$ cat config.mk
export PLATFORM = sky130hd
export DESIGN_NAME = gssm_queue
export DESIGN_NICKNAME = d
export VERILOG_FILES = /design/src/sv/gssm_pkg.sv /design/src/sv/gssm_queue.sv
export SDC_FILE = /design/constraint.sdc
export NUM_CORES = 1
export LEC_CHECK = 0
export CAP_MARGIN = 5
export CORE_MARGIN = 2
export CORE_UTILIZATION = 55
export CTS_CLUSTER_SIZE = 24
export DETAILED_ROUTE_END_ITERATION = 10
export DONT_BUFFER_PORTS = 1
export PLACE_DENSITY = 0.7
export SETUP_SLACK_MARGIN = 0.3
export SLEW_MARGIN = 20
export SYNTH_ARGS = -nofsm -noshare
export SYNTH_HDL_FRONTEND = slang
export SYNTH_SLANG_ARGS = --single-unit
$ cat constraint.sdc
create_clock -name clk -period 10.25 [get_ports clk]
set_input_delay 1.5375 -clock clk [delete_from_list [all_inputs] [get_ports clk]]
set_output_delay 1.5375 -clock clk [all_outputs]
set_load 0.02 [all_outputs]
$ cat src/sv/gssm_pkg.sv
package gssm_pkg;

	localparam int RATE_W     = 24;
	localparam int RES_FRAC   = 16;
	localparam int EXTRA_W    = 24;
	localparam int FT_W       = 16;
	localparam int THR_W      = 23;
	localparam int SENS_CFG_W = 16;
	localparam int MOVE_W     = 16;
	localparam int Q_DEPTH    = 2;
	localparam int Q_CNT_W    = $clog2(Q_DEPTH + 1);
	localparam int Q_PTR_W    = $clog2(Q_DEPTH);

	localparam int SQ_W      = 2 * RATE_W;
	localparam int ROOT_W    = RATE_W;
	localparam int REM_W     = ROOT_W + 2;
	localparam int RATIO_W   = 17;
	localparam int QUO_W     = 16;
	localparam int GAIN_W    = 2 * SENS_CFG_W;
	localparam int BLEND_W   = GAIN_W + RATIO_W;
	localparam int SENS_W    = GAIN_W;
	localparam int PT_W      = RATE_W + SENS_W;
	localparam int T_W       = RATE_W + SENS_W - 16;
	localparam int U_SHIFT   = 24 - RES_FRAC;
	localparam int PU_W      = T_W + FT_W;
	localparam int U_W       = T_W + FT_W - U_SHIFT;
	localparam int TOT_W     = U_W + 2;
	localparam int RESID_W   = RES_FRAC + 1;
	localparam int WHOLE_W   = TOT_W - RES_FRAC;
	localparam int CNT_W     = $clog2(ROOT_W);

	localparam int ADDR_W = 5;
	localparam int DATA_W = 32;

	typedef enum logic [2:0] {
		REG_LOW_SENS  = 3'd0,
		REG_HIGH_SENS = 3'd1,
		REG_LOW_THR   = 3'd2,
		REG_HIGH_THR  = 3'd3,
		REG_CAL_GAIN  = 3'd4
	} reg_idx_t;

	typedef enum logic [3:0] {
		ST_IDLE,
		ST_SQX,
		ST_SQY,
		ST_ROOT,
		ST_EXC,
		ST_DIV,
		ST_GAIN,
		ST_BLEND,
		ST_SENS,
		ST_TX,
		ST_TY,
		ST_UX,
		ST_UY,
		ST_SETTLE
	} state_t;

	typedef struct packed {
		logic [RATE_W-1:0]        ax;
		logic [RATE_W-1:0]        ay;
		logic                     neg_x;
		logic                     neg_y;
		logic [FT_W-1:0]          ft;
		logic signed [EXTRA_W-1:0] ex;
		logic signed [EXTRA_W-1:0] ey;
	} item_t;

	typedef struct packed {
		logic               full;
		logic               empty;
		logic [Q_CNT_W-1:0] count;
	} q_status_t;

	typedef struct packed {
		logic [SENS_CFG_W-1:0] low_sens;
		logic [SENS_CFG_W-1:0] high_sens;
		logic [THR_W-1:0]      low_thr;
		logic [THR_W-1:0]      high_thr;
		logic [SENS_CFG_W-1:0] cal_gain;
	} cfg_t;

endpackage

$ cat src/sv/gssm_queue.sv
module gssm_queue import gssm_pkg::*; (
	input  logic      clk,
	input  logic      arst_n,
	input  logic      push,
	input  item_t     push_item,
	input  logic      pop,
	output item_t     head,
	output q_status_t status
);

	item_t              mem_q [Q_DEPTH];
	logic [Q_PTR_W-1:0] wr_q;
	logic [Q_PTR_W-1:0] rd_q;
	logic [Q_CNT_W-1:0] cnt_q;

	assign head         = mem_q[rd_q];
	assign status.count = cnt_q;
	assign status.full  = (cnt_q == Q_CNT_W'(Q_DEPTH));
	assign status.empty = (cnt_q == '0);

	always_ff @(posedge clk or negedge arst_n) begin
		if (!arst_n) begin
			wr_q  <= '0;
			rd_q  <= '0;
			cnt_q <= '0;
		end else begin
			if (push) begin
				wr_q <= (wr_q == Q_PTR_W'(Q_DEPTH - 1)) ? '0 : wr_q + 1'b1;
			end
			if (pop) begin
				rd_q <= (rd_q == Q_PTR_W'(Q_DEPTH - 1)) ? '0 : rd_q + 1'b1;
			end
			if (push && !pop) begin
				cnt_q <= cnt_q + 1'b1;
			end else if (pop && !push) begin
				cnt_q <= cnt_q - 1'b1;
			end
		end
	end

	always_ff @(posedge clk) begin
		if (push) begin
			mem_q[wr_q] <= push_item;
		end
	end

endmodule

==> impl_metrics.tcl, run 1 <==
set metrics [dict create \
    setup_violations 0 \
    core_mm2 0.0153 \
    clock_sinks 232 \
    fin_crit_sh_pct 40.9 \
    worst_pin_slew_ns 0.837 \
    cts_max_path_buffers 3 \
    syn_area_mm2 0.00861 \
    grt_pass1_wl_um 19500 \
    portBuffers 0 \
    min_period_ns 4.19 \
    endpoint_kind "output port" \
    hpwlAfterDp_um 9010 \
    fin_ws_ns 6.06 \
    root_buffer "clkbuf_16" \
    vias_per_cell 5.51 \
    startpoint_type "register" \
    yosys_warnings 0 \
    r2r_slack_ns 7.98 \
    clk_latency_ns 0.48 \
    first_iter_violations 176 \
    die-width_um 129 \
    power_leakage_nw 3.29 \
    cts_setup_buffers 0 \
    crit_required_ns 8.71 \
    ys_ff_latch 232 \
    layout_commonest_cell "edfxtp_1" \
    placedCellCount 573 \
    dr.pass1.iters 4 \
    antenna_left 0 \
    dpl_cell_area_mm2 0.00881 \
    io_pins 236 \
    worstPathArrival_ns 2.66 \
    drt_wl_total_um 13700 \
    hp-class "register to register" \
    maxCapViolations 0 \
    cts_tree "done" \
    cts_hold_buffers 0 \
    powerDensity_mw_per_mm2 309 \
    vias 3386 \
    slew_viol_final 0 \
    final_net_count 507 \
    start_util_pct 56.4 \
    grt_usage_pct 15.4 \
    critPathMaxFanout 51 \
    synth_area_per_cell_um2 23.2 \
    antenna_found_initial 0 \
    postCtsResizedCells 0 \
    instances_no_fill 615 \
    outcome "completed" \
    synth_cells 371 \
    synth_nets 490 \
    gp_congestion 0.726 \
    diodes 0 \
    vdd_ir_drop_max_mv 0.197 \
    pre_cts_ws_ns 6.32 \
    rsz0062_at_grt "no" \
    fmax_mhz 238 \
    ys_seq_area_share_pct 80.7 \
    final_cell_mix "edfxtp_1 (228), mux2_2 (64), mux2_4 (50)" \
    synth_cell_types 13 \
    htreeDepth 1 \
    drc_errors 0 \
    final_area_mm2 0.00959 \
    grt_pass1_vias 3522 \
    grt_overflow_total 0 \
    drive_gt1_share_pct 38.1 \
    slew_headroom_pct 44.2 \
    final_hold_viol_count 0 \
    die_area_mm2 0.0167 \
    rows 45 \
    cts_buffers 23 \
    die-height_um 129 \
    cts.reportedPaths.clkPinSlew_ns 0.06 \
    worstSetupPathType "register to output port" \
    area_growth_pct 11.3 \
    grt_max_degree 78 \
    fin_setup_tns_ns 0 \
    wire_per_inst_um 22.3 \
    finClkSkew_ns 0.00547 \
]
[cells by family (layout without fill, tap and decap cells)]
kind of cell	Yosys count	count (layout)	synth area share (%)
XOR/XNOR	5	5	0.508
adder cells (fa/ha/maj)	1	1	0.145
buffers and inverters	14	47	1.31
flip-flops	232	232	80.7
multiplexers	114	114	17.1
AND/OR/NAND/NOR	5	5	0.305
[sequential cells by signal, indices dropped and copies added, names as in the netlist]
name / cells
wr_q: 1
rd_q: 1
cnt_q: 2
mem_q: 228
[synthesized netlist by cell type, drive strengths merged]
library cell,instances,area share [%]
and2,1,0.073
buf,13,1.3
dfrtp,4,1.2
edfxtp,228,79
ha,1,0.15
inv,1,0.044
mux2,114,17
nor2,2,0.087
nor2b,2,0.15
xnor2,1,0.10
xor2,4,0.41
[critical path, stage by stage (launching register included)]
cell     delay (ns)
dfrtp_4        0.87
buf_4          0.49
buf_16         0.30
mux2_2         0.44
[final timing paths]
path	startpoint	endpoint	depth (start not counted)
max in group asynchronous	arst_n	rd_q	0
min	wr_q	wr_q	1
max	rd_q	head[8]	3
min in group asynchronous	arst_n	cnt_q[0]	0
min reg2reg	wr_q	wr_q	1
max reg2reg	wr_q	mem_q[1][34]	2
[stage by stage]
step	hold WS, ns	util, %	total power [mW]
2_1_floorplan	0.455	-	2.10
3_3_place_gp	0.528	57.8	2.16
3_5_place_dp	0.538	57.8	2.18
4_1_cts	0.549	62.7	3.00
5_1_grt	0.568	62.8	3.08
6_report	0.549	62.8	2.96
[power by group]
group,total [mW],internal [mW],switching (mW),leakage (nW)
Combinational,0.795,0.296,0.499,0.746
Clock,0.815,0.503,0.312,0.363
Sequential,1.35,1.26,0.0904,2.19
Total,2.96,2.06,0.902,3.29
[final cells by class]
class                           count  area [um2]
Clock buffer                       32         629
Clock inverter                      9         120
Fill cell                        1008        5670
Inverter                            1        3.75
Multi-Input combinational cell    125        1560
Sequential cell                   232        6950
Tap cell                          211         264
Timing Repair Buffer                5        57.6
[layer usage]
metal	vias to the layer above	global-route usage (%)	share of wire (%)
met2	175	26.4	51
met1	1690	16.3	34
met4	0	4.54	1.5
met5	-	0	0
met3	21	8.79	14
li1	1500	-	-
No activity file was read; power rests on OpenSTA's default activity.
==> run 2, diff against run 1 <==
- PLACE_DENSITY: 0.7 -> 0.73
- clock period: 10.25 -> 3.4 ns (I/O delays scaled with it)
==> run 2 against run 1 <==
Total power grew to 3.1 times the previous value. Critical path type unchanged. Register-to-register slack got worse by 6.3 ns. Via count decreased by 0.18%. Clock-buffer cell count is 1 lower. Critical endpoint is now head[4].
==> impl_metrics.tcl, run 2 (synthesis results as in run 1) <==
set metrics [dict create \
    outcome "completed" \
    min_period_ns 2.65 \
    worst_pin_slew_ns 0.761 \
    dr.pass1.iters 4 \
    hp-class "input pin to register" \
    portBuffers 0 \
    gp_congestion 0.715 \
    instances_no_fill 620 \
    cts_buffers 24 \
    rows 45 \
    cp_slowest_cell "dfrtp_4" \
    grt_pass1_wl_um 19700 \
    clockPowerShare_pct 28.5 \
    root_buffer "clkbuf_16" \
    drc_errors 0 \
    fmax_mhz 378 \
    cp_num_cells 2 \
    grt_overflow_total 0 \
    clk_latency_ns 0.50 \
    largest_register_ff_count 228 \
    crit_start "rd_q" \
    antenna_found_initial 0 \
    core_mm2 0.0153 \
    cts.reportedPaths.clkPinSlew_ns 0.06 \
    endpoint_kind "output port" \
    whs_ns 0.0835 \
    final_hold_viol_count 0 \
    regMostFlops "mem_q" \
    r2r-start "wr_q" \
    slew_headroom_pct 49.3 \
    critPathTopFamily "flip-flops" \
    final_cell_mix "edfxtp_1 (228), mux2_2 (64), mux2_4 (50)" \
    seq_power_share_pct 44.3 \
    path_buf_inv 1 \
    postCtsResizedCells 0 \
    power_leakage_nw 3.33 \
    crit_end "head[4]" \
    fin_crit_sh_pct 77.8 \
    critPathMaxFanout 30 \
    worstSetupPathType "register to output port" \
    maxCapViolations 0 \
    p_switching_mw 2.77 \
    start_util_pct 56.4 \
    area_growth_pct 12.3 \
    powerDensity_mw_per_mm2 939 \
    antenna_left 0 \
    die_area_mm2 0.0167 \
    combPwrFrac_pct 27.1 \
    cpPeakStageDelay_ns 0.67 \
    p_int_mw 6.31 \
    clock_sinks 232 \
    hpwlAfterDp_um 9060 \
    cts_tree "done" \
    wire_per_inst_um 22.0 \
    die-width_um 129 \
    fin_setup_tns_ns 0 \
    first_iter_violations 220 \
    grt_pass1_vias 3601 \
    final_net_count 510 \
    grt_max_degree 61 \
    htreeDepth 1 \
    drive_gt1_share_pct 38.6 \
    placedCellCount 575 \
    rsz0062_at_grt "no" \
    finClkSkew_ns 0.0137 \
    post-route-util_pct 63.4 \
    vias_per_cell 5.45 \
    diodes 0 \
    vias 3380 \
    top_regs "mem_q (228), cnt_q (2)" \
    grt_usage_pct 15.5 \
    setup_violations 0 \
    r2r_slack_ns 1.67 \
    reg2regPathDepth 2 \
    slew_viol_final 0 \
    crit_required_ns 2.89 \
    io_pins 236 \
    startpoint_type "register" \
    drt_wl_total_um 13700 \
    layout_commonest_cell "edfxtp_1" \
    cp_cell_sequence "buf_4 > mux2_2" \
    vdd_ir_drop_max_mv 0.738 \
    switching_share_pct 30.5 \
    cts_setup_buffers 0 \
    die-height_um 129 \
    worstPathArrival_ns 2.14 \
    cts_max_path_buffers 3 \
    r2r_end "mem_q[1][43]" \
]
-- run 2: changes by cell type in the layout (fill, tap and decap cells not counted) --
cell and change:
clkbuf_1 -3, buf_16 -1, clkinv_4 +1, clkinvlp_4 +1
clkbuf_16 +2, clkinv_1 +3, dlygate4sd3_1 +1, buf_12 +2
clkinv_2 -1
-- run 2: cell type report --
class / count / area (um2)
fill: 980 / 5590
multi-input combinational: 125 / 1560
sequential: 232 / 6950
inverter: 1 / 3.75
clock buffer: 31 / 668
clock inverter: 13 / 143
timing repair buffer: 7 / 80.1
tap: 211 / 264
-- run 2: routing by layer --
metal  wire (um)  up-vias  global-route usage, %
met4         212        0                   3.32
met3        1960       20                   9.79
met5           0        -                      0
met2        6670      186                   26.4
li1            -     1509                      -
met1        4820     1665                   16.4
-- run 2: power groups by stage --
stage	Clock, mW	Combinational (mW)	Sequential [mW]
finish	2.59	2.46	4.02
global placement	0	2.47	4.06
global route	2.76	2.60	4.08
floorplan	0	2.28	3.99
detailed placement	0	2.50	4.09
CTS	2.65	2.51	4.04
-- run 2: repair_timing --
action                                 4_1_cts  5_1_grt
setup endpoints to repair                    0        0
hold buffers                                 1        0
endpoints found under the hold margin        4        0
-- run 2: per-stage QoR --
step	setup WS [ns]	cell area, um2	total power, mW
finish	0.754	9670	9.08
global route	0.657	9670	9.44
CTS	0.727	9670	9.20
detailed placement	1.26	8850	6.59
global placement	1.32	8850	6.53
floorplan	0.742	8620	6.27
-- run 2: worst min path at each step --
stage,from,endpoint,slack (ns),cells past startpoint
floorplan,arst_n,cnt_q[0],0.21,0
global placement,arst_n,rd_q,0.21,0
detailed placement,arst_n,rd_q,0.21,0
CTS,pop,rd_q,0.07,1
global route,push_item[53],mem_q[0][53],0.08,0
finish,pop,rd_q,0.08,1
==> run 3, diff against run 2 <==
- ABC_AREA: not set -> 1
- clock period: 3.4 -> 2.2 ns (I/O delays scaled with it)
==> run 3 against run 2 <==
Combinational power is 97% higher. Design area grew 16%. Critical path depth up 1. Sequential cell count unchanged. Non-clock buffer count up 129. Clock-buffer cell count fell by 8. Largest power group unchanged. Global-route usage is 4.1 points higher. Utilization increased by 10 points.
==> impl_metrics.tcl, run 3 <==
set metrics [dict create \
    fin_total_pwr_mw 15.1 \
    endpoint_kind "output port" \
    synth_edf_count 228 \
    placedCellCount 586 \
    clk_latency_ns 0.50 \
    grt_max_degree 64 \
    core_mm2 0.0153 \
    setup_violations 0 \
    synth_area_per_cell_um2 22.7 \
    synthArstFlopShare_pct 1.72 \
    start_util_pct 56.6 \
    layout_commonest_cell "edfxtp_1" \
    synth.top_cells.by_area "edfxtp_1 (79%), mux2_4 (8.7%), mux2_2 (8.3%), dfrtp_1 (1.2%), buf_6 (0.91%)" \
    vias 4121 \
    worstPathArrival_ns 1.76 \
    cts_buffers 23 \
    drc_errors 0 \
    rsz0062_at_grt "yes" \
    combPwrFrac_pct 32.0 \
    dr.pass1.iters 4 \
    startpoint_type "register" \
    fin_ws_ns 0.106 \
    clock_sinks 232 \
    grt_overflow_total 0 \
    cts.reportedPaths.clkPinSlew_ns 0.07 \
    whs_ns 0.0889 \
    synth_top_area_share_pct 79.3 \
    fin_crit_sh_pct 95.2 \
    critPathMaxFanout 15 \
    final_net_count 647 \
    dpl_cell_area_mm2 0.00895 \
    multiInputGateArea_mm2 0.00166 \
    die_area_mm2 0.0167 \
    fin_setup_tns_ns 0 \
    largest_register_ff_count 228 \
    outcome "completed" \
    clockPowerShare_pct 27.0 \
    hp-class "input pin to async pin" \
    die-height_um 129 \
    instances_no_fill 756 \
    crit_start "rd_q" \
    syn_area_mm2 0.00863 \
    r2r-start "wr_q" \
    final_area_mm2 0.0112 \
    seq_power_share_pct 41.0 \
    synthMostInstantiatedCell "edfxtp_1" \
    die-width_um 129 \
    pre_cts_ws_ns 0.485 \
    post-route-util_pct 73.4 \
    top_regs "mem_q (228), cnt_q (2)" \
    slew_viol_final 0 \
    regMostFlops "mem_q" \
    yosys_warnings 0 \
    yosysTopAreaCell "edfxtp_1" \
    slew_headroom_pct 70.9 \
    synth_nets 499 \
    wire_per_inst_um 22.9 \
    min_period_ns 2.09 \
    ys_ff_latch 232 \
    cts_tree "done" \
    grt_pass1_wl_um 24600 \
    root_buffer "clkbuf_16" \
    ys_seq_area_share_pct 80.5 \
    antenna_found_initial 2 \
    portBuffers 0 \
    antenna_left 0 \
    cts_max_path_buffers 3 \
    p_switching_mw 4.71 \
    final_cell_mix "edfxtp_1 (228), dlygate4sd3_1 (117), mux2_4 (76)" \
    drt_wl_total_um 17300 \
    switching_share_pct 31.1 \
    maxCapViolations 0 \
    grt_pass1_vias 4332 \
    synth_cells 380 \
    fillers 843 \
    gp_congestion 0.765 \
    seqCellArea_mm2 0.00695 \
    power_leakage_nw 4.08 \
    first_iter_violations 330 \
    final_hold_viol_count 0 \
    p_int_mw 10.4 \
    worst_pin_slew_ns 0.435 \
    drive_gt1_share_pct 32.4 \
    area_growth_pct 29.8 \
    htreeDepth 1 \
    grt_usage_pct 19.6 \
    finClkSkew_ns 0.0240 \
    vias_per_cell 5.45 \
    fmax_mhz 478 \
    rows 45 \
    synth.cells.most_frequent "edfxtp_1 (228), mux2_2 (64), mux2_4 (50)" \
    worstSetupPathType "register to output port" \
    ys.flop_type "edfxtp_1" \
    hpwlAfterDp_um 9370 \
    crit_required_ns 1.87 \
    io_pins 236 \
    synth_cell_types 14 \
    vdd_ir_drop_max_mv 1.09 \
    powerDensity_mw_per_mm2 1350 \
]
==> run 3: cell families after synthesis <==
kind of cell	synth area share, %
buf+inv	1.57
flops	80.5
fa+ha+maj	0.145
mux	17.0
xor+xnor	0.304
simple gates	0.478
==> run 3: power by group through the flow <==
stage	registers, mW	logic, mW	clock network (mW)
6_report	6.20	4.85	4.09
5_1_grt	6.27	5.07	4.34
4_1_cts	6.17	4.70	4.12
3_5_place_dp	6.30	4.00	0
3_3_place_gp	6.28	3.94	0
2_1_floorplan	6.17	3.54	0
==> run 3: final timing paths <==
kind	slack [ns]	cells after the start	endpoint
setup / recovery	0.11	3	head[50]
hold / removal	0.09	1	rd_q
setup reg to reg	0.84	3	mem_q[1][83]
hold reg to reg	0.56	1	wr_q
max in group asynchronous	1.92	1	rd_q
min in group clk	0.09	2	cnt_q[0]
==> run 3: area by class of cell <==
| type | instances | area share (%) |
|---|---|---|
| inverters | 7 | 0.268 |
| flip-flops and latches | 232 | 62.0 |
| multi-input cells | 128 | 14.8 |
| clock buffers | 23 | 5.14 |
| clock inverters | 17 | 1.99 |
| repair buffers | 136 | 13.4 |
| diodes | 2 | 0.0447 |
| well taps | 211 | 2.36 |
==> run 3: per-layer routing <==
metal	global-route usage [%]	share of wire [%]
met5	0	0
met4	4.09	1.7
met3	7.64	11
met2	33.4	50
met1	24.1	37
==> run 3: critical path: stages (launching register included) <==
cell and delay [ns]:
dfrtp_4 0.56, buf_8 0.17, buf_12 0.16, mux2_4 0.35
==> run 3: what timing repair did <==
action | in CTS | in global routing
setup endpoints to repair | 113 | 114
endpoints found under the hold margin | 234 | 0
buffers inserted | 8 | 0
gates resized for setup | 30 | 9
cloned | 1 | 2
hold buffers | 117 | 0
