<file path="config.mk">
export PLATFORM = sky130hd
export DESIGN_NAME = gssm_front
export DESIGN_NICKNAME = d
export VERILOG_FILES = /design/src/sv/gssm_pkg.sv /design/src/sv/gssm_front.sv
export SDC_FILE = /design/constraint.sdc
export NUM_CORES = 1
export LEC_CHECK = 0
export BUFFER_PORTS_ARGS = -buffer_cell sky130_fd_sc_hd__buf_2
export CORE_UTILIZATION = 40
export CTS_BUF_LIST = sky130_fd_sc_hd__clkbuf_8
export DETAILED_ROUTE_END_ITERATION = 7
export PLACE_DENSITY = 0.82
export SLEW_MARGIN = 25
export SYNTH_ARGS = -nofsm -noshare
export SYNTH_HDL_FRONTEND = slang
export SYNTH_SLANG_ARGS = --single-unit
</file>
<file path="constraint.sdc">
create_clock -name clk -period 8 [get_ports clk]
set_input_delay 1.6 -clock clk [delete_from_list [all_inputs] [get_ports clk]]
set_output_delay 1.6 -clock clk [all_outputs]
set_load 0.01 [all_outputs]
</file>
<file path="src/sv/gssm_pkg.sv">
package gssm_pkg;

	localparam int RATE_W     = 24;
	localparam int RES_FRAC   = 16;
	localparam int EXTRA_W    = 24;
	localparam int FT_W       = 16;
	localparam int THR_W      = 23;
	localparam int SENS_CFG_W = 16;
	localparam int MOVE_W     = 16;
	localparam int Q_DEPTH    = 2;
	localparam int Q_CNT_W    = $clog2(Q_DEPTH + 1);
	localparam int Q_PTR_W    = $clog2(Q_DEPTH);

	localparam int SQ_W      = 2 * RATE_W;
	localparam int ROOT_W    = RATE_W;
	localparam int REM_W     = ROOT_W + 2;
	localparam int RATIO_W   = 17;
	localparam int QUO_W     = 16;
	localparam int GAIN_W    = 2 * SENS_CFG_W;
	localparam int BLEND_W   = GAIN_W + RATIO_W;
	localparam int SENS_W    = GAIN_W;
	localparam int PT_W      = RATE_W + SENS_W;
	localparam int T_W       = RATE_W + SENS_W - 16;
	localparam int U_SHIFT   = 24 - RES_FRAC;
	localparam int PU_W      = T_W + FT_W;
	localparam int U_W       = T_W + FT_W - U_SHIFT;
	localparam int TOT_W     = U_W + 2;
	localparam int RESID_W   = RES_FRAC + 1;
	localparam int WHOLE_W   = TOT_W - RES_FRAC;
	localparam int CNT_W     = $clog2(ROOT_W);

	localparam int ADDR_W = 5;
	localparam int DATA_W = 32;

	typedef enum logic [2:0] {
		REG_LOW_SENS  = 3'd0,
		REG_HIGH_SENS = 3'd1,
		REG_LOW_THR   = 3'd2,
		REG_HIGH_THR  = 3'd3,
		REG_CAL_GAIN  = 3'd4
	} reg_idx_t;

	typedef enum logic [3:0] {
		ST_IDLE,
		ST_SQX,
		ST_SQY,
		ST_ROOT,
		ST_EXC,
		ST_DIV,
		ST_GAIN,
		ST_BLEND,
		ST_SENS,
		ST_TX,
		ST_TY,
		ST_UX,
		ST_UY,
		ST_SETTLE
	} state_t;

	typedef struct packed {
		logic [RATE_W-1:0]        ax;
		logic [RATE_W-1:0]        ay;
		logic                     neg_x;
		logic                     neg_y;
		logic [FT_W-1:0]          ft;
		logic signed [EXTRA_W-1:0] ex;
		logic signed [EXTRA_W-1:0] ey;
	} item_t;

	typedef struct packed {
		logic               full;
		logic               empty;
		logic [Q_CNT_W-1:0] count;
	} q_status_t;

	typedef struct packed {
		logic [SENS_CFG_W-1:0] low_sens;
		logic [SENS_CFG_W-1:0] high_sens;
		logic [THR_W-1:0]      low_thr;
		logic [THR_W-1:0]      high_thr;
		logic [SENS_CFG_W-1:0] cal_gain;
	} cfg_t;

endpackage

</file>
<file path="src/sv/gssm_front.sv">
module gssm_front import gssm_pkg::*; (
	input  logic                      clk,
	input  logic                      arst_n,
	input  logic                      in_valid,
	output logic                      in_stall,
	input  logic signed [RATE_W-1:0]  rate_x,
	input  logic signed [RATE_W-1:0]  rate_y,
	input  logic [FT_W-1:0]           frame_time,
	input  logic signed [EXTRA_W-1:0] extra_x,
	input  logic signed [EXTRA_W-1:0] extra_y,
	input  q_status_t                 q_status,
	output logic                      push,
	output item_t                     push_item
);

	logic  valid_s1;
	item_t item_s1;
	logic  take;

	// The stage holds one classified item until the queue has room.
	assign push     = valid_s1 && !q_status.full;
	assign in_stall = valid_s1 && q_status.full;
	assign take     = in_valid && !in_stall;
	assign push_item = item_s1;

	always_ff @(posedge clk or negedge arst_n) begin
		if (!arst_n) begin
			valid_s1 <= 1'b0;
		end else if (take) begin
			valid_s1 <= 1'b1;
		end else if (push) begin
			valid_s1 <= 1'b0;
		end
	end

	always_ff @(posedge clk) begin
		if (take) begin
			item_s1.neg_x <= rate_x[RATE_W-1];
			item_s1.neg_y <= rate_y[RATE_W-1];
			item_s1.ax    <= rate_x[RATE_W-1] ? RATE_W'(-rate_x) : RATE_W'(rate_x);
			item_s1.ay    <= rate_y[RATE_W-1] ? RATE_W'(-rate_y) : RATE_W'(rate_y);
			item_s1.ft    <= frame_time;
			item_s1.ex    <= extra_x;
			item_s1.ey    <= extra_y;
		end
	end

endmodule

</file>
==> flow_summary.ini, run 1 <==
[outcome]
outcome = complete, no violations

[clock_network]
cts.sink_count = 115
postCtsSetupBuffers = 0
cts_made_buffers = 17
clk_pin_slew_worst_paths_ps = 70
htree_levels = 4
tritoncts = yes
maximum_root_to_sink_buffer_count = 2
resized_after_cts = 0
cts-root-buf = sky130_fd_sc_hd__clkbuf_8
worst_skew_pair.late_latency_ps = 420
holdBufCountCts = 0

[sta]
final.setup.tns_ps = 0
worst_slew_margin_rel_pct = 38.75
setup_failing_eps_final = 0
timing.final.crit_share_pct = 45.67
rsz0062_at_grt = no
finalHoldViolCount = 0
final.min_clock_period_ps = 3653
max_clock_freq_ghz = 0.2737
maxSlewViolCount = 0
timing.clock.skew_ps = 10.89
worst_slew_pin_slew_ps = 916.8

[yosys]
mappedNetlistNets = 382
ys_seq_elements = 115
synth_area_um2 = 4468
synthesis.instances = 261
synth-warning-count = 0
syn-mean-instance-area_um2 = 17.12
synth_sequential_area_ratio_pct = 77.18
synth_cell_types = 28

[worst_setup_path]
timing.critical_path.to_type = output pin
critPathSlowestCell = sky130_fd_sc_hd__and2_1
max_stage_delay_ps = 200
maximum_fanout_along_the_worst_path = 3
crit_path_start_kind = input pin
timing.setup.critical_path_class = in2out
arrival_time_of_data_at_the_critical_path_endpoint_ps = 2050
cp.required_ps = 6400
crit_top_cell = sky130_fd_sc_hd__buf_2
ordered_cell_list_for_the_critical_path = buf_2 -> and2_1 -> buf_2

[floorplanning]
top_level_i_o_count = 235
core_um2 = 10840
row_count = 38
fp.dieArea_um2 = 11600
die_h_um = 107.7
starting_density_of_the_core_pct = 41.22
die_x_um = 107.7

[routing]
via_density_per_instance = 4.802
drc = 0
drtPass1Iterations = 4
vias = 3174
postRouteAntennaNets = 0
route.final.wire_length_um = 10570
iter_0_drt_violations = 188
routed_wire_length_per_instance_um = 15.99

[cells_and_area]
finish.instance_area_um2 = 6178
post_route_cells_drive_above_1_share_pct = 52.21
most-common-layout-cells = sky130_fd_sc_hd__buf_2 (231), sky130_fd_sc_hd__edfxtp_1 (114), sky130_fd_sc_hd__xnor2_1 (42)
final_common_cell = sky130_fd_sc_hd__buf_2
layout.nets = 630
layout_overhead_on_the_synthesized_area_pct = 38.28
antenna_cells = 0

[place]
io_buffer_count = 231
place.detailed.hpwl_um = 7980
placed_instance_area_um2 = 5799
routability_congestion_estimate = 0.7852

[power]
cellLeakagePower_nw = 2.487
power.ir.vdd_worst_mv = 0.1230
power_density_nw_per_um2 = 220.8

[worst_hold_path]
hold_path_class = reg2reg

[global_routing]
grtUsageTotal_pct = 17.85
grt_max_degree = 83
first_global_vias = 2975
first_pass_grt_wire_length_um = 15150
grt-ovfl-total = 0
grt_antenna_before_repair = 0

[job]
maximum_capacitance_violations = 0
## layer usage
| metal | track usage (%) | vias up | part of all wire, % |
|---|---|---|---|
| met2 | 31.27 | 140 | 53 |
| li1 | - | 1502 | - |
| met3 | 5.448 | 9 | 7.2 |
| met4 | 6.751 | 0 | 1.2 |
| met5 | 0 | - | 0 |
| met1 | 20.36 | 1523 | 39 |
## kinds of logic after synthesis
family | Yosys count | share of synthesized area (%)
compound gates | 33 | 5.209
simple gates | 59 | 7.980
buf+inv | 10 | 0.8400
fa+ha+maj | 2 | 0.5600
xor+xnor | 42 | 8.233
flops | 115 | 77.18
## sequential cells by signal, summed over array words and instances, names as in the netlist
signal	flops
push_item	114
valid_s1	1
## synthesized netlist by cell type
cell type,number,area share (%)
sky130_fd_sc_hd__o31ai_1,12,2.0
sky130_fd_sc_hd__o41ai_1,7,1.4
sky130_fd_sc_hd__nand4_1,4,0.56
sky130_fd_sc_hd__edfxtp_1,114,77
sky130_fd_sc_hd__nor3_1,5,0.56
sky130_fd_sc_hd__clkbuf_1,4,0.34
sky130_fd_sc_hd__nor4_4,1,0.48
sky130_fd_sc_hd__nor2b_1,3,0.42
sky130_fd_sc_hd__nor2_1,4,0.34
sky130_fd_sc_hd__nor4_1,4,0.56
sky130_fd_sc_hd__or3_1,2,0.28
sky130_fd_sc_hd__nand3_1,1,0.11
sky130_fd_sc_hd__o21ai_0,12,1.3
sky130_fd_sc_hd__nand3b_1,2,0.34
sky130_fd_sc_hd__nand2b_1,6,0.84
sky130_fd_sc_hd__and2_1,1,0.14
sky130_fd_sc_hd__dfrtp_1,1,0.56
sky130_fd_sc_hd__ha_1,2,0.56
sky130_fd_sc_hd__inv_1,6,0.50
sky130_fd_sc_hd__or4b_2,1,0.22
sky130_fd_sc_hd__xnor2_1,42,8.2
sky130_fd_sc_hd__o21ai_2,1,0.20
sky130_fd_sc_hd__nor4b_2,1,0.34
sky130_fd_sc_hd__or2_2,1,0.14
sky130_fd_sc_hd__nor4_2,2,0.56
sky130_fd_sc_hd__o31ai_2,1,0.28
sky130_fd_sc_hd__or4_4,2,0.50
sky130_fd_sc_hd__nand2_1,19,1.6
## area by class of cell
type	instances	area, um2
repair buffers	233	1184
multi-input cells	136	989.7
flip-flops and latches	115	3448
well taps	140	175.2
clock inverters	14	125.1
clock buffers	17	234.0
fillers	883	4662
inverters	6	22.52
## critical path, delay by kind of cell
family                 cells  cell delay, ps
buffers and inverters      2             260
and+or+nand+nor            1             200
## power breakdown
| group | switching [mW] | internal, mW |
|---|---|---|
| Combinational | 0.0851 | 0.0657 |
| Clock | 0.226 | 0.268 |
| Sequential | 0.00924 | 0.710 |
| Total | 0.320 | 1.04 |
## per-stage QoR
| stage | util, % | instances | total power [mW] | hold WS, ps | setup slack (ps) |
|---|---|---|---|---|---|
| final | 56.99 | 661 | 1.364 | 723.8 | 4347 |
| after global routing | 56.99 | 661 | 1.418 | 745.0 | 4332 |
| after CTS | 56.81 | 660 | 1.379 | 715.0 | 4358 |
| after detailed placement | 53.50 | 629 | 0.8840 | 692.1 | 4022 |
| after global placement | 53.50 | 629 | 0.8766 | 667.4 | 4091 |
| after floorplan | - | 261 | 0.8037 | 654.4 | 571.5 |
## final timing paths
| check | startpoint | to | slack, ps | cells past startpoint |
|---|---|---|---|---|
| max in group asynchronous | arst_n | valid_s1 | 6980 | 1 |
| worst min register to register | valid_s1 | valid_s1 | 720 | 2 |
| worst max register to register | valid_s1 | push_item[8] | 5460 | 4 |
| worst max-delay path | q_status[3] | in_stall | 4350 | 3 |
| worst min-delay path | valid_s1 | valid_s1 | 720 | 2 |
| min in group asynchronous | arst_n | valid_s1 | 940 | 1 |
No activity file was read; power rests on OpenSTA's default activity.
==> run 2, diff against run 1 <==
--- a/config.mk
+++ b/config.mk
@@ -5,11 +5,12 @@
 export SDC_FILE = /design/constraint.sdc
 export NUM_CORES = 1
 export LEC_CHECK = 0
+export ABC_AREA = 1
 export BUFFER_PORTS_ARGS = -buffer_cell sky130_fd_sc_hd__buf_2
 export CORE_UTILIZATION = 40
 export CTS_BUF_LIST = sky130_fd_sc_hd__clkbuf_8
 export DETAILED_ROUTE_END_ITERATION = 7
-export PLACE_DENSITY = 0.82
+export PLACE_DENSITY = 0.84
 export SLEW_MARGIN = 25
 export SYNTH_ARGS = -nofsm -noshare
 export SYNTH_HDL_FRONTEND = slang
==> constraint.sdc (replaced) <==
create_clock -name clk -period 3.1 [get_ports clk]
set_input_delay 0.62 -clock clk [delete_from_list [all_inputs] [get_ports clk]]
set_output_delay 0.62 -clock clk [all_outputs]
set_load 0.01 [all_outputs]
==> flow_summary.ini, run 2 <==
[routing]
postRouteAntennaNets = 0
drtPass1Iterations = 7
route.final.wire_length_um = 11970
routed_wire_length_per_instance_um = 14.99
via_density_per_instance = 4.755
drc = 19
vias = 3799
iter_0_drt_violations = 322

[sta]
setup_failing_eps_final = 0
timing.clock.skew_ps = 5.755
worst_slew_pin_slew_ps = 771.1
timing.final.crit_share_pct = 56.17
worst_slew_margin_rel_pct = 48.59
final.setup.tns_ps = 0
max_clock_freq_ghz = 0.5743
maxSlewViolCount = 0
rsz0062_at_grt = no
finalHoldViolCount = 0
final.min_clock_period_ps = 1741

[power]
pwr-share-seq_pct = 47.8
power_frac_comb_pct = 10.7
power.ir.vdd_worst_mv = 0.2700
post_route_total_power_mw = 3.877
p_clk_share_pct = 41.5
power_switching_uw = 919.4
power_density_nw_per_um2 = 583.6
intPower_mw = 2.958
power_switching_share_pct = 23.71
cellLeakagePower_nw = 2.966

[global_routing]
grt-ovfl-total = 0
first_global_vias = 3681
first_pass_grt_wire_length_um = 18240
grt_antenna_before_repair = 0
grtUsageTotal_pct = 19.27
grt_max_degree = 66

[worst_setup_path]
timing.setup.critical_path_class = reg2out
crit_path_start_kind = flop
cp.required_ps = 2480
r2r_end = push_item[22]
arrival_time_of_data_at_the_critical_path_endpoint_ps = 1120
r2r.worst_path.cells = 4
max_stage_delay_ps = 390
crit-reg2reg-launch = valid_s1
ordered_cell_list_for_the_critical_path = nand2_1 -> inv_1 -> buf_2
critPathSlowestCell = sky130_fd_sc_hd__dfrtp_1
worst_reg2reg_setup_slack_ps = 1450
critPathBufInv = 2
timing.critical_path.to_type = output pin
maximum_fanout_along_the_worst_path = 2
worst_path_dominant_cell_family = flip-flops

[yosys]
ys_seq_elements = 115
netlist.top_cell.by_area = sky130_fd_sc_hd__edfxtp_1
synthesis.instances = 396
post-synth-top-area-fraction_pct = 70.62
synth_area_um2 = 4847
synth_sequential_area_ratio_pct = 71.14
leading_cell_types_by_count_after_synthesis = sky130_fd_sc_hd__edfxtp_1 (114), sky130_fd_sc_hd__nand2_1 (82), sky130_fd_sc_hd__nor2_1 (44)
count_of_flip_flops_with_a_built_in_enable_after_synthesis = 114
synth.most_common_cell = sky130_fd_sc_hd__edfxtp_1
mappedNetlistNets = 517
syn-mean-instance-area_um2 = 12.24
synth_top_flop_cell = sky130_fd_sc_hd__edfxtp_1
synth_async_sr_flop_share_pct = 0.8696
synth_cell_types = 27
synth-warning-count = 0
netlist_top_cells_area = sky130_fd_sc_hd__edfxtp_1 (71%), sky130_fd_sc_hd__nand2_1 (6.4%), sky130_fd_sc_hd__nand3_1 (3.5%)

[worst_hold_path]
holdCritStartpoint = frame_time[3]
min_path_cells = 1
hold_path_class = in2reg
timing.hold.worst_endpoint = push_item[51]

[cells_and_area]
stdcell_count = 799
layout.nets = 764
antenna_cells = 0
post-route-util_pct = 57.21
final_common_cell = sky130_fd_sc_hd__buf_2
post_route_cells_drive_above_1_share_pct = 43.90
layout_overhead_on_the_synthesized_area_pct = 37.07
final.fill_count = 979
most-common-layout-cells = sky130_fd_sc_hd__buf_2 (231), sky130_fd_sc_hd__edfxtp_1 (114), sky130_fd_sc_hd__nand2_1 (82)
finish.instance_area_um2 = 6644
largest_register_ff_count = 114

[floorplanning]
die_x_um = 112.1
top_level_i_o_count = 235
starting_density_of_the_core_pct = 41.74
row_count = 39
fp.dieArea_um2 = 12560
core_um2 = 11610
die_h_um = 112.1

[place]
routability_congestion_estimate = 0.8971
io_buffer_count = 231
dp_cells = 766
placed_instance_area_um2 = 6170
place.detailed.hpwl_um = 9101

[clock_network]
tritoncts = yes
clk_pin_slew_worst_paths_ps = 70
cts-root-buf = sky130_fd_sc_hd__clkbuf_8
cts_made_buffers = 17
cts.sink_count = 115
maximum_root_to_sink_buffer_count = 2
worst_skew_pair.late_latency_ps = 430
resized_after_cts = 0
htree_levels = 4

[outcome]
outcome = complete, but fails checks
failing_checks = design-rule violations

[job]
maximum_capacitance_violations = 0
==> run 2: kinds of logic (layout without fill, tap and decap cells) <==
family	after synthesis	after routing	share of synthesized area, %
adders and majority gates	2	2	0.5162
buffers and inverters	49	309	4.053
xor gates and xnor gates	25	25	4.672
DFF	115	115	71.14
AOI/OAI and AO/OA	18	18	2.220
and+or+nand+nor	187	187	17.40
==> run 2: what timing repair did <==
item                                    in CTS  in global routing
hold endpoints to repair                     1                  0
buffers inserted                             0                  0
endpoints found under the setup margin       0                  0
hold buffers                                 1                  0
==> run 2: stage by stage <==
step                      hold WS, ps  setup slack [ps]
after floorplan                 324.4             216.2
after CTS                       323.7              1335
final                           356.9              1359
after global placement          396.8              1160
after detailed placement        396.0              1114
after global routing            319.5              1307
==> run 2: cell type report <==
class / instances / area [um2] / share of cell area, %
flip-flops and latches: 115 / 3448 / 51.90
multi-input cells: 232 / 1210 / 18.21
repair buffers: 234 / 1181 / 17.78
clock buffers: 17 / 234.0 / 3.522
clock inverters: 15 / 230.2 / 3.465
well taps: 143 / 178.9 / 2.693
inverters: 43 / 161.4 / 2.429
==> run 2: worst max path at each step <==
stage / start / end / depth (start not counted)
3_3_place_gp: rate_x[1] / push_item[106] / 8
3_5_place_dp: q_status[3] / push_item[75] / 5
4_1_cts: valid_s1 / in_stall / 3
2_1_floorplan: q_status[3] / push_item[0] / 3
6_report: valid_s1 / in_stall / 3
5_1_grt: valid_s1 / in_stall / 3
==> run 2: power groups by stage <==
stage / registers [mW] / logic (mW) / clock network, mW
2_1_floorplan: 1.94 / 0.150 / 0
3_3_place_gp: 1.88 / 0.405 / 0
3_5_place_dp: 1.89 / 0.416 / 0
4_1_cts: 1.85 / 0.419 / 1.64
5_1_grt: 1.86 / 0.456 / 1.70
6_report: 1.85 / 0.417 / 1.61
==> run 2: metal layers <==
| metal | part of all wire [%] | vias up | wire [um] | global-route usage, % |
|---|---|---|---|---|
| met1 | 38 | 1755 | 4595 | 20.71 |
| met3 | 7.7 | 23 | 921 | 6.371 |
| li1 | - | 1842 | - | - |
| met2 | 52 | 179 | 6202 | 34.53 |
| met4 | 2.1 | 0 | 254 | 8.533 |
| met5 | 0 | - | 0 | 0 |
==> run 3, diff against run 2 <==
==> constraint.sdc (replaced) <==
create_clock -name clk -period 1.43 [get_ports clk]
set_input_delay 0.286 -clock clk [delete_from_list [all_inputs] [get_ports clk]]
set_output_delay 0.286 -clock clk [all_outputs]
set_load 0.01 [all_outputs]
==> flow_summary.ini, run 3 (synthesized netlist as in run 2, its figures left out) <==
[global_routing]
first_global_vias = 3932
grtUsageTotal_pct = 20.05
first_pass_grt_wire_length_um = 19140
grt_max_degree = 25
grt_antenna_before_repair = 1
grt-ovfl-total = 0

[worst_setup_path]
crit_path_start_kind = flop
timing.critical_path.to_type = output pin
ordered_cell_list_for_the_critical_path = nand2_2 -> inv_2 -> buf_6
worst_path_dominant_cell_family = flip-flops
maximum_fanout_along_the_worst_path = 2
worst_reg2reg_setup_slack_ps = 70
max_stage_delay_ps = 400
crit-reg2reg-launch = valid_s1
r2r_end = push_item[100]
critPathSlowestCell = sky130_fd_sc_hd__dfrtp_1
r2r.worst_path.cells = 5
cp.required_ps = 1140
timing.setup.critical_path_class = reg2out
setup.worst_path.start = valid_s1
critPathBufInv = 2
arrival_time_of_data_at_the_critical_path_endpoint_ps = 1100

[sta]
finalHoldViolCount = 0
hold_slack_ps = 28.60
setup_failing_eps_final = 0
maxSlewViolCount = 0
rsz0062_at_grt = yes
worst_slew_pin_slew_ps = 280.2
max_clock_freq_ghz = 0.7190
timing.clock.skew_ps = 10.33
timing.final.crit_share_pct = 97.26
final.setup.tns_ps = 0
final.min_clock_period_ps = 1391
worst_slew_margin_rel_pct = 81.25

[cells_and_area]
multi_input_comb_area_um2 = 1212
final.fill_count = 925
post_route_cells_drive_above_1_share_pct = 44.68
layout.nets = 804
layout_overhead_on_the_synthesized_area_pct = 45.02
post-route-util_pct = 60.53
final_common_cell = sky130_fd_sc_hd__buf_2
most-common-layout-cells = sky130_fd_sc_hd__buf_2 (230), sky130_fd_sc_hd__edfxtp_1 (114), sky130_fd_sc_hd__nand2_1 (81)
final-seq-area_um2 = 3448
largest_register_ff_count = 114

[place]
io_buffer_count = 231
routability_congestion_estimate = 0.9356
place.detailed.hpwl_um = 9740

[worst_hold_path]
holdCritStartpoint = extra_x[18]
min_path_cells = 1
hold_path_class = in2reg
timing.hold.worst_endpoint = push_item[42]

[clock_network]
tritoncts = yes
cts.sink_count = 115
cts_made_buffers = 17
cts-root-buf = sky130_fd_sc_hd__clkbuf_8
worst_skew_pair.late_latency_ps = 430
clk_pin_slew_worst_paths_ps = 70
postCtsSetupBuffers = 0
maximum_root_to_sink_buffer_count = 2
htree_levels = 4

[routing]
iter_0_drt_violations = 400
drc = 19
postRouteAntennaNets = 0
via_density_per_instance = 4.731
drtPass1Iterations = 8
route.final.wire_length_um = 12630
routed_wire_length_per_instance_um = 15.04
vias = 3974

[floorplanning]
top_level_i_o_count = 235
fp.dieArea_um2 = 12560
die_h_um = 112.1
die_x_um = 112.1
core_um2 = 11610
row_count = 39
starting_density_of_the_core_pct = 41.74

[power]
power_switching_mw = 2.032
power_frac_comb_pct = 12.7
pwr-share-seq_pct = 49.0
power.ir.vdd_worst_mv = 0.5442
power_density_nw_per_um2 = 1166
intPower_mw = 6.164
cellLeakagePower_nw = 3.157
post_route_total_power_mw = 8.196
power_switching_share_pct = 24.79
p_clk_share_pct = 38.3

[outcome]
failing_checks = design-rule violations
outcome = complete, but fails checks

[job]
maximum_capacitance_violations = 0
==> run 3: area by class of cell <==
class	count	area share (%)
repair buffers	274	22.91
diodes	1	0.03560
inverters	43	2.296
flip-flops and latches	115	49.06
clock buffers	17	3.329
clock inverters	15	2.581
multi-input cells	232	17.25
well taps	143	2.545
==> run 3: power groups by stage <==
stage | clock network, mW | logic (mW) | registers, mW
after global placement | 0 | 0.968 | 4.08
after floorplan | 0 | 0.325 | 4.21
after detailed placement | 0 | 0.998 | 4.09
after CTS | 3.20 | 1.02 | 4.02
final | 3.14 | 1.04 | 4.02
after global routing | 3.34 | 1.13 | 4.03
==> run 3: layer usage <==
layer	up-vias	routed length (um)	global-route usage [%]
met4	0	294	10.58
met3	27	897	5.184
li1	1930	-	-
met1	1830	4836	21.96
met2	187	6601	35.78
met5	-	0	0
==> run 3: through the flow <==
stage | std cells | setup slack [ps] | instance area [um2]
final | 840 | 39.22 | 7029
after global routing | 840 | -29.47 | 7029
after global placement | 787 | -107.7 | 6402
after floorplan | 396 | -1186 | 4855
after CTS | 829 | 11.50 | 6918
after detailed placement | 787 | -165.1 | 6402
==> run 3: what timing repair did <==
| item | in CTS | in global routing |
|---|---|---|
| gates resized for setup | 0 | 2 |
| endpoints found under the hold margin | 10 | 10 |
| endpoints found under the setup margin | 0 | 1 |
| hold buffers | 10 | 10 |
==> run 3: how the worst max path moves through the flow <==
stage	end	cells after the start
after detailed placement	push_item[108]	8
final	in_stall	3
after global placement	push_item[102]	7
after global routing	in_stall	3
after CTS	in_stall	3
after floorplan	push_item[0]	3
